File: config.mk
export PLATFORM = sky130hd
export DESIGN_NAME = hrrn_process_scheduler_top
export DESIGN_NICKNAME = d
export VERILOG_FILES = /design/src/hrrn_pkg.sv /design/src/hrrn_process_scheduler_top.sv
export SDC_FILE = /design/constraint.sdc
export NUM_CORES = 2
export LEC_CHECK = 0
export BUFFER_PORTS_ARGS = -buffer_cell sky130_fd_sc_hd__clkbuf_2
export CORE_AREA = 10 10 347 349
export DETAILED_ROUTE_END_ITERATION = 10
export DIE_AREA = 0 0 357 359
export HOLD_SLACK_MARGIN = 0.06
export PLACE_DENSITY = 0.69
export SKIP_CTS_REPAIR_TIMING = 1
export SYNTH_ARGS = -nofsm -noshare
export SYNTH_HDL_FRONTEND = slang
export SYNTH_SLANG_ARGS = --single-unit
File: constraint.sdc
create_clock -name i_clk -period 9.9 [get_ports i_clk]
set_clock_uncertainty 0.1 [all_clocks]
set_input_delay 2.475 -clock i_clk [delete_from_list [all_inputs] [get_ports i_clk]]
set_output_delay 2.475 -clock i_clk [all_outputs]
set_load 0.02 [all_outputs]
File: src/hrrn_pkg.sv
// hrrn_pkg: item types, status, opcode and event codes for the hrrn scheduler
// no dependencies; imported by hrrn_process_scheduler_top
package hrrn_pkg;

    // widths fixed by the item layout
    localparam int NEED_W  = 16;
    localparam int EVENT_W = 3;
    localparam int IDX_W   = 4;

    typedef logic [1:0]         t_status;
    typedef logic [EVENT_W-1:0] t_event;

    // opcodes
    localparam logic OP_LOAD = 1'b0;
    localparam logic OP_TICK = 1'b1;

    // job status codes
    localparam t_status ST_EMPTY = 2'd0;
    localparam t_status ST_WAIT  = 2'd1;
    localparam t_status ST_RUN   = 2'd2;
    localparam t_status ST_FIN   = 2'd3;

    // result event codes
    localparam t_event EV_LOADED   = 3'd0;
    localparam t_event EV_FULL     = 3'd1;
    localparam t_event EV_STARTED  = 3'd2;
    localparam t_event EV_ADVANCED = 3'd3;
    localparam t_event EV_FIN_NEXT = 3'd4;
    localparam t_event EV_IDLE     = 3'd5;

    typedef struct packed {
        logic              opcode;
        logic [NEED_W-1:0] need_time;
    } t_in_item;

    typedef struct packed {
        t_event           event_res;
        logic [IDX_W-1:0] job_index;
        logic [IDX_W-1:0] finished_index;
        logic             running;
    } t_out_item;

endpackage

File: src/hrrn_process_scheduler_top.sv
// hrrn_process_scheduler_top: highest response ratio next job scheduler
// depends on hrrn_pkg (item types, status and event codes)
//
//  channel | valid       | stall        | item
//  --------+-------------+--------------+--------------------------
//  input   | i_in_valid  | o_in_stall   | i_in_item  (t_in_item)
//  output  | o_out_valid | i_out_stall  | o_out_item (t_out_item)
//
// a load goes from idle straight to done; a tick on a running job walks the table with a read
// state and a walk state per loaded entry, set by the single read port of the job memory
// a selection pass takes each loaded entry through read, check and next states; once a best job
// is held, a waiting entry also takes two products on the one shared multiplier and a compare
// reset is synchronous active low; no clearing pass, slots at or above the job count are empty
// input is stalled while an item is in work; a finished item waits in the output
// register while the next item is accepted
module hrrn_process_scheduler_top
    import hrrn_pkg::*;
#(
    parameter int TABLE_DEPTH = 16,
    parameter int TIME_WIDTH  = 16
) (
    input  logic      i_clk,
    input  logic      i_rst_n,
    input  logic      i_in_valid,
    output logic      o_in_stall,
    input  t_in_item  i_in_item,
    output logic      o_out_valid,
    input  logic      i_out_stall,
    output t_out_item o_out_item
);

    localparam int IW = (TABLE_DEPTH > 1) ? $clog2(TABLE_DEPTH) : 1;
    localparam int CW = $clog2(TABLE_DEPTH + 1);
    localparam int TW = TIME_WIDTH;
    localparam int PW = 2 * TIME_WIDTH;

    // sequencer state codes
    localparam logic [3:0] S_IDLE  = 4'd0;
    localparam logic [3:0] S_RD    = 4'd1;
    localparam logic [3:0] S_WALK  = 4'd2;
    localparam logic [3:0] S_WEND  = 4'd3;
    localparam logic [3:0] S_PRD   = 4'd4;
    localparam logic [3:0] S_PCHK  = 4'd5;
    localparam logic [3:0] S_PMUL2 = 4'd6;
    localparam logic [3:0] S_PCMP  = 4'd7;
    localparam logic [3:0] S_PNEXT = 4'd8;
    localparam logic [3:0] S_START = 4'd9;
    localparam logic [3:0] S_DONE  = 4'd10;

    function automatic logic [TW-1:0] sat_inc(input logic [TW-1:0] v);
        sat_inc = (v == {TW{1'b1}}) ? v : v + TW'(1);
    endfunction

    // job memory, one write and one registered read per cycle
    t_status       mem_status [TABLE_DEPTH];
    logic [TW-1:0] mem_need   [TABLE_DEPTH];
    logic [TW-1:0] mem_served [TABLE_DEPTH];
    logic [TW-1:0] mem_waited [TABLE_DEPTH];

    t_status       r_rd_status;
    logic [TW-1:0] r_rd_need;
    logic [TW-1:0] r_rd_served;
    logic [TW-1:0] r_rd_waited;

    logic          w_we;
    logic [IW-1:0] w_addr;
    t_status       w_status;
    logic [TW-1:0] w_need;
    logic [TW-1:0] w_served;
    logic [TW-1:0] w_waited;

    // control and work registers
    logic [3:0]    r_state;
    logic [CW-1:0] r_count;
    logic          r_busy;
    logic [IW-1:0] r_idx;
    logic          r_walk;
    logic          r_best_valid;
    logic [IW-1:0] r_best_idx;
    logic [TW-1:0] r_best_need;
    logic [TW-1:0] r_best_waited;
    logic          r_fin_valid;
    logic [IW-1:0] r_fin_idx;
    logic          r_started_valid;
    logic [IW-1:0] r_started_idx;
    logic          r_cur_valid;
    logic [IW-1:0] r_cur_idx;
    logic [PW-1:0] r_lhs;
    logic [PW-1:0] r_rhs;
    t_event        r_res_ev;
    logic [IW-1:0] r_res_jidx;
    logic [IW-1:0] r_res_fidx;
    logic          r_out_valid;
    t_out_item     r_out_item;

    logic          in_acc;
    logic          out_free;
    logic          count_full;
    logic          idx_last;
    logic          fin_last;
    logic          run_hit;
    logic          fin_now;
    logic [TW-1:0] load_need;
    logic [TW-1:0] mul_a;
    logic [TW-1:0] mul_b;
    logic [PW-1:0] mul_p;

    assign o_in_stall  = (r_state != S_IDLE);
    assign in_acc      = i_in_valid && !o_in_stall;
    assign out_free    = !r_out_valid || !i_out_stall;
    assign count_full  = (r_count == CW'(TABLE_DEPTH));
    assign idx_last    = ((CW'(r_idx) + CW'(1)) == r_count);
    assign fin_last    = ((CW'(r_fin_idx) + CW'(1)) == r_count);
    assign run_hit     = (r_rd_status == ST_RUN) &&
                         !(r_started_valid && (r_started_idx == r_idx));
    assign fin_now     = run_hit && (r_rd_served == r_rd_need);
    assign o_out_valid = r_out_valid;
    assign o_out_item  = r_out_item;

    // masked need, zero stored as one
    always_comb begin
        load_need = TW'(i_in_item.need_time);
        if (load_need == '0) begin
            load_need = TW'(1);
        end
    end

    // shared multiplier for the cross-multiplied ratio compare
    always_comb begin
        if (r_state == S_PMUL2) begin
            mul_a = r_best_waited;
            mul_b = r_rd_need;
        end else begin
            mul_a = r_rd_waited;
            mul_b = r_best_need;
        end
    end
    assign mul_p = {{TW{1'b0}}, mul_a} * {{TW{1'b0}}, mul_b};

    // memory write control
    always_comb begin
        w_we     = 1'b0;
        w_addr   = r_idx;
        w_status = r_rd_status;
        w_need   = r_rd_need;
        w_served = r_rd_served;
        w_waited = r_rd_waited;
        if (r_state == S_IDLE) begin
            if (in_acc && (i_in_item.opcode == OP_LOAD) && !count_full) begin
                w_we     = 1'b1;
                w_addr   = IW'(r_count);
                w_status = ST_WAIT;
                w_need   = load_need;
                w_served = '0;
                w_waited = '0;
            end
        end else if (r_state == S_WALK) begin
            if (run_hit) begin
                w_we = 1'b1;
                if (fin_now) begin
                    w_status = ST_FIN;
                end else begin
                    w_served = sat_inc(r_rd_served);
                end
            end else if (r_rd_status == ST_WAIT) begin
                w_we     = 1'b1;
                w_waited = sat_inc(r_rd_waited);
            end
        end else if (r_state == S_START) begin
            w_we     = 1'b1;
            w_addr   = r_best_idx;
            w_status = ST_RUN;
            w_need   = r_best_need;
            w_served = TW'(1);
            w_waited = r_best_waited;
        end
    end

    // job memory
    always_ff @(posedge i_clk) begin
        if (w_we) begin
            mem_status[w_addr] <= w_status;
            mem_need[w_addr]   <= w_need;
            mem_served[w_addr] <= w_served;
            mem_waited[w_addr] <= w_waited;
        end
        r_rd_status <= mem_status[r_idx];
        r_rd_need   <= mem_need[r_idx];
        r_rd_served <= mem_served[r_idx];
        r_rd_waited <= mem_waited[r_idx];
    end

    // sequencer
    always_ff @(posedge i_clk) begin
        if (!i_rst_n) begin
            r_state         <= S_IDLE;
            r_count         <= '0;
            r_busy          <= 1'b0;
            r_walk          <= 1'b0;
            r_best_valid    <= 1'b0;
            r_fin_valid     <= 1'b0;
            r_started_valid <= 1'b0;
            r_cur_valid     <= 1'b0;
            r_out_valid     <= 1'b0;
        end else begin
            // output register drains unless the sequencer is loading it
            if (r_out_valid && !i_out_stall && (r_state != S_DONE)) begin
                r_out_valid <= 1'b0;
            end
            unique case (r_state)
                S_IDLE: begin
                    if (in_acc) begin
                        r_res_fidx <= '0;
                        r_idx      <= '0;
                        if (i_in_item.opcode == OP_LOAD) begin
                            r_state <= S_DONE;
                            if (!count_full) begin
                                r_res_ev   <= EV_LOADED;
                                r_res_jidx <= IW'(r_count);
                                r_count    <= r_count + CW'(1);
                            end else begin
                                r_res_ev   <= EV_FULL;
                                r_res_jidx <= '0;
                            end
                        end else begin
                            r_res_jidx <= '0;
                            if (r_count == '0) begin
                                // nothing loaded yet
                                r_busy   <= 1'b0;
                                r_res_ev <= EV_IDLE;
                                r_state  <= S_DONE;
                            end else if (!r_busy) begin
                                r_walk       <= 1'b0;
                                r_best_valid <= 1'b0;
                                r_state      <= S_PRD;
                            end else begin
                                r_walk          <= 1'b1;
                                r_fin_valid     <= 1'b0;
                                r_started_valid <= 1'b0;
                                r_cur_valid     <= 1'b0;
                                r_state         <= S_RD;
                            end
                        end
                    end
                end
                S_RD: begin
                    r_state <= S_WALK;
                end
                S_WALK: begin
                    if (fin_now) begin
                        // running job done: pick the next one at this point of the walk
                        r_fin_valid  <= 1'b1;
                        r_fin_idx    <= r_idx;
                        r_best_valid <= 1'b0;
                        r_idx        <= '0;
                        r_state      <= S_PRD;
                    end else begin
                        if (run_hit) begin
                            r_cur_valid <= 1'b1;
                            r_cur_idx   <= r_idx;
                        end
                        if (idx_last) begin
                            r_state <= S_WEND;
                        end else begin
                            r_idx   <= r_idx + IW'(1);
                            r_state <= S_RD;
                        end
                    end
                end
                S_WEND: begin
                    r_state <= S_DONE;
                    if (r_fin_valid) begin
                        r_res_fidx <= r_fin_idx;
                        if (r_started_valid) begin
                            r_res_ev   <= EV_FIN_NEXT;
                            r_res_jidx <= r_started_idx;
                        end else begin
                            r_res_ev <= EV_IDLE;
                        end
                    end else if (r_cur_valid) begin
                        r_res_ev   <= EV_ADVANCED;
                        r_res_jidx <= r_cur_idx;
                    end else begin
                        // busy with no running job left
                        r_busy   <= 1'b0;
                        r_res_ev <= EV_IDLE;
                    end
                end
                S_PRD: begin
                    r_state <= S_PCHK;
                end
                S_PCHK: begin
                    if (r_rd_status == ST_WAIT) begin
                        if (!r_best_valid) begin
                            r_best_valid  <= 1'b1;
                            r_best_idx    <= r_idx;
                            r_best_need   <= r_rd_need;
                            r_best_waited <= r_rd_waited;
                            r_state       <= S_PNEXT;
                        end else begin
                            r_lhs   <= mul_p;
                            r_state <= S_PMUL2;
                        end
                    end else begin
                        r_state <= S_PNEXT;
                    end
                end
                S_PMUL2: begin
                    r_rhs   <= mul_p;
                    r_state <= S_PCMP;
                end
                S_PCMP: begin
                    // strictly higher ratio wins, ties keep the lower slot
                    if (r_lhs > r_rhs) begin
                        r_best_idx    <= r_idx;
                        r_best_need   <= r_rd_need;
                        r_best_waited <= r_rd_waited;
                    end
                    r_state <= S_PNEXT;
                end
                S_PNEXT: begin
                    if (!idx_last) begin
                        r_idx   <= r_idx + IW'(1);
                        r_state <= S_PRD;
                    end else if (r_best_valid) begin
                        r_state <= S_START;
                    end else if (r_walk) begin
                        // nothing waits: resume the walk after the finished slot
                        r_busy <= 1'b0;
                        if (fin_last) begin
                            r_state <= S_WEND;
                        end else begin
                            r_idx   <= r_fin_idx + IW'(1);
                            r_state <= S_RD;
                        end
                    end else begin
                        r_res_ev <= EV_IDLE;
                        r_state  <= S_DONE;
                    end
                end
                S_START: begin
                    if (r_walk) begin
                        r_started_valid <= 1'b1;
                        r_started_idx   <= r_best_idx;
                        if (fin_last) begin
                            r_state <= S_WEND;
                        end else begin
                            r_idx   <= r_fin_idx + IW'(1);
                            r_state <= S_RD;
                        end
                    end else begin
                        r_busy     <= 1'b1;
                        r_res_ev   <= EV_STARTED;
                        r_res_jidx <= r_best_idx;
                        r_state    <= S_DONE;
                    end
                end
                S_DONE: begin
                    if (out_free) begin
                        r_out_valid                 <= 1'b1;
                        r_out_item.event_res        <= r_res_ev;
                        r_out_item.job_index        <= IDX_W'(r_res_jidx);
                        r_out_item.finished_index   <= IDX_W'(r_res_fidx);
                        r_out_item.running          <= r_busy;
                        r_state                     <= S_IDLE;
                    end
                end
                default: begin
                    r_state <= S_IDLE;
                end
            endcase
        end
    end

    // job count stays within the table
    assert property (@(posedge i_clk) disable iff (!i_rst_n)
        r_count <= CW'(TABLE_DEPTH))
        else $error("job count beyond table depth");

    // a start always has a chosen job below the fill count
    assert property (@(posedge i_clk) disable iff (!i_rst_n)
        (r_state == S_START) |-> (r_best_valid && (CW'(r_best_idx) < r_count)))
        else $error("start without a valid best job");

    // an accepted load into a free slot grows the count by one
    assert property (@(posedge i_clk) disable iff (!i_rst_n)
        (in_acc && (i_in_item.opcode == OP_LOAD) && !count_full)
        |=> (r_count == $past(r_count) + CW'(1)))
        else $error("load did not take a slot");

    // a finished item is never written over while it is stalled
    assert property (@(posedge i_clk) disable iff (!i_rst_n)
        (r_out_valid && i_out_stall) |=> (r_out_valid && $stable(r_out_item)))
        else $error("output item overwritten while stalled");

    // started, advanced and finished-with-next events always report a running job
    assert property (@(posedge i_clk) disable iff (!i_rst_n)
        (r_out_valid && ((r_out_item.event_res == EV_STARTED) ||
                         (r_out_item.event_res == EV_FIN_NEXT) ||
                         (r_out_item.event_res == EV_ADVANCED)))
        |-> r_out_item.running)
        else $error("running flag low on a start or advance");

endmodule
==> metrics list <==
- Setup repair after global routing missed its margin: false
* Commonest cells post-synth: sky130_fd_sc_hd__edfxtp_1, sky130_fd_sc_hd__inv_1, sky130_fd_sc_hd__mux4_2
* Number of enable-type register cells in the synthesized netlist: 939
- Critical Path Slowest Stage Cell: sky130_fd_sc_hd__mux2i_1
- Antenna fix cells: 0
- After layout, the minimum clock period comes to 8.65 ns.
* Path type of the worst min-delay path: reg2reg
- For this run, the leading register cell type out of synthesis is sky130_fd_sc_hd__edfxtp_1.
* Detailed router's first-iteration violation count: 2,832
- Post-synth design cell area: 48,300 µm²
- In the finished design, the share of the clock period the worst path needs comes to 0.873.
- H-Tree Depth: 3
- Type of the worst setup path: reg2reg
- For this run, design rule violations remaining after detail routing come to 0.
* Clock root cell: sky130_fd_sc_hd__clkbuf_16
* Number of ports placed on the die boundary: 35
* Total clock sinks: 1,005
- The number of hold violations in the final report was 0.
- Among the stages of the critical path, the cell type that occurs most often is sky130_fd_sc_hd__fa_1.
- Ranked by total cell area, the synthesized netlist is headed by sky130_fd_sc_hd__edfxtp_1, sky130_fd_sc_hd__mux4_2, sky130_fd_sc_hd__fa_1.
- The final route contains 26,700 vias.
* Area of the die: 128,000 µm²
- Counting both buffers and inverters, the worst setup path holds a total of 4.
- Global placer's final weighted congestion: 0.927
* Global routing usage summed across all routing layers: 0.181
- Cell class contributing the biggest share of worst-path delay: adder cells
- After detailed routing, the average wire length per cell comes to 24.7 µm.
* Vias in the first global route: 27,200
- Status: finished, final reports clean
- Final net count: 3,460
* Total setup violations reported at the end of the flow: 0
- Clock-pin slew of the registers on the worst-case setup and hold paths: 0.06 ns
- HPWL after detailed placement: 74.5 mm
- At the pin with the least slew margin, the transition time is 1.21 ns.
- STA classifies the critical path startpoint as a flip-flop.
- Of the synthesized area, sequential elements account for 0.611.
- Synthesis produced a netlist with a net count of 3,375.
- From synthesis to final layout, the design area changed by 12.2%.
- The worst hold path was traced through 0 stages.
- For the worst flop-to-flop path, the logic depth is 22.
- The count of final max-slew check failures is 0.
- Number of standard cells after synthesis: 3,018
- The critical path crosses 22 cells after its start point.
- For this run, the slowest stage of the critical path takes 1.06 ns.
- Of the cells placed in the final design, the portion with a size suffix greater than 1 is 0.181.
- Clock buffers created by TritonCTS: 100
- Total routed wirelength: 116 mm
- By instance count, the leading cell after synthesis is sky130_fd_sc_hd__edfxtp_1.
- Clk Latency, worst-skew pair: 0.70 ns
* Cell chain of the critical path: and3_2 > mux2i_1 > nor2_1 > fa_1 > inv_1 > fa_1 > inv_1 > fa_1 > fa_1 > fa_1 > inv_1 > fa_1 > inv_1 > ha_1 > a2111oi_0 > o21ai_0 > and3_1 > a211o_1 > a2111oi_2 > o31ai_1 > o2111a_1 > a211oi_1
* TritonCTS clock tree: built
- Of all cell types, the one taking the most synthesized area is sky130_fd_sc_hd__edfxtp_1.
- After synthesis, the share of flip-flops with an asynchronous set or reset is 0.
* Critical path required time: 10.26 ns
* Sum of negative setup slack: 0 ns
* Critical Path End Type: flip-flop
- For this run, the number of Yosys warnings is 0.
- The first global-routing pass estimated 176 mm of wire.
* Number of unique standard cell types used by synthesis: 78
- CTS Buffer Depth: 3
* Top-area cell type share of the netlist area: 0.584
- In this run the horizontal extent of the chip is 357 µm.
- Slew margin rel.: 0.167
- The first detailed-routing pass took 7 iterations.
* Overflow after GRT: 0
- Die outline height: 359 µm
- The core region is 114,000 µm².
* Largest net degree at the start of global routing: 136
- Total of fill cells in the finished design: 9,607
- Std-Cell Rows: 124
* Number of antenna violations at the first check in global routing: 1
- Avg Inst Size Synth: 16.0 µm²
- Worst setup margin: 1.25 ns
- Max-cap violations in this run came to 0.
* Initial core utilization: 0.425
* Data arrival at the endpoint of the critical path: 9.01 ns
- Yosys reg bits: 1,005
- OpenSTA, run right after detailed placement, puts the worst setup slack at 1.28 ns.
* Highest fanout seen on the critical path: 29
* Remaining number of nets flagged by the antenna check after routing: 0
- Via count normalized by instance count: 5.67
* Buffers on Ports: 34
- Static timing analysis puts the maximum clock frequency at 0.116 GHz.
area by class of cell:
class,instances,area [µm²],share of cell area
flip-flops and latches,1005,29500,0.545
multi-input cells,1614,17400,0.321
clock buffers,138,2820,0.0520
well taps,1512,1890,0.0349
inverters,278,1040,0.0193
repair buffers,104,808,0.0149
clock inverters,51,686,0.0127
path summary, 6_finish.rpt:
kind	end	start	slack [ns]
setup / recovery	r_lhs[31]$_DFFE_PP_	r_state[2]$_SDFFE_PN0P_	1.25
hold / removal	o_out_item[4]$_DFFE_PP_	r_res_fidx[3]$_SDFFCE_PN0P_	0.32
setup reg to reg	r_lhs[31]$_DFFE_PP_	r_state[2]$_SDFFE_PN0P_	1.25
hold reg to reg	o_out_item[4]$_DFFE_PP_	r_res_fidx[3]$_SDFFCE_PN0P_	0.32
cell families (layout without fill, tap and decap cells):
group,after synthesis,after routing,synth area share
buf+inv,399,571,0.0315
xor+xnor,59,59,0.0107
flops,1005,1005,0.611
fa+ha+maj,336,336,0.117
mux,324,324,0.133
simple gates,603,603,0.0556
compound gates,292,292,0.0409
per-stage QoR:
step	utilization	hold WS [ns]	cell area, µm²	std cells
final	0.477	0.318	54200	4702
after global routing	0.477	0.326	54200	4702
after CTS	0.477	0.320	54100	4701
after detailed placement	0.446	0.305	50600	4512
after global placement	0.446	0.302	50600	4512
after floorplan	-	0.300	48300	3018
cell usage in the layout, fill, tap and decap left out, types with 19 or more instances in the layout:
master and instances:
sky130_fd_sc_hd__mux4_2 250, sky130_fd_sc_hd__buf_4 61, sky130_fd_sc_hd__o21ai_0 51, sky130_fd_sc_hd__xnor2_1 31, sky130_fd_sc_hd__nand3_1 25, sky130_fd_sc_hd__nor2_1 175, sky130_fd_sc_hd__clkbuf_2 34, sky130_fd_sc_hd__edfxtp_1 939
sky130_fd_sc_hd__a21oi_1 73, sky130_fd_sc_hd__mux2i_1 44, sky130_fd_sc_hd__clkbuf_1 22, sky130_fd_sc_hd__xor2_1 28, sky130_fd_sc_hd__clkbuf_16 101, sky130_fd_sc_hd__dfxtp_1 66, sky130_fd_sc_hd__clkinv_2 19, sky130_fd_sc_hd__nor3_1 24
sky130_fd_sc_hd__ha_1 142, sky130_fd_sc_hd__inv_1 278, sky130_fd_sc_hd__mux2_2 30, sky130_fd_sc_hd__a21o_1 23, sky130_fd_sc_hd__nand2_1 249, sky130_fd_sc_hd__fa_1 194
flip-flops by register name (all words and copies together) (netlist names), 5 cells and up:
signal	cells
mem_status	32
mem_need	256
r_best_need	16
mem_served	256
r_lhs	32
mem_waited	256
r_rhs	32
r_rd_served	16
r_rd_need	16
r_count	5
r_best_waited	16
o_out_item	12
r_rd_waited	16
per-layer routing:
metal / GRT usage / up-vias / wire (µm)
met5: 0 / - / 0
met4: 0.0503 / 0 / 3230
met3: 0.0384 / 226 / 10100
met2: 0.291 / 1190 / 55700
met1: 0.248 / 13700 / 47000
li1: - / 11500 / -
Power is left out: the tool's default activity adds up to more than one toggle a clock period on the data nets, which glitch-free logic cannot reach.
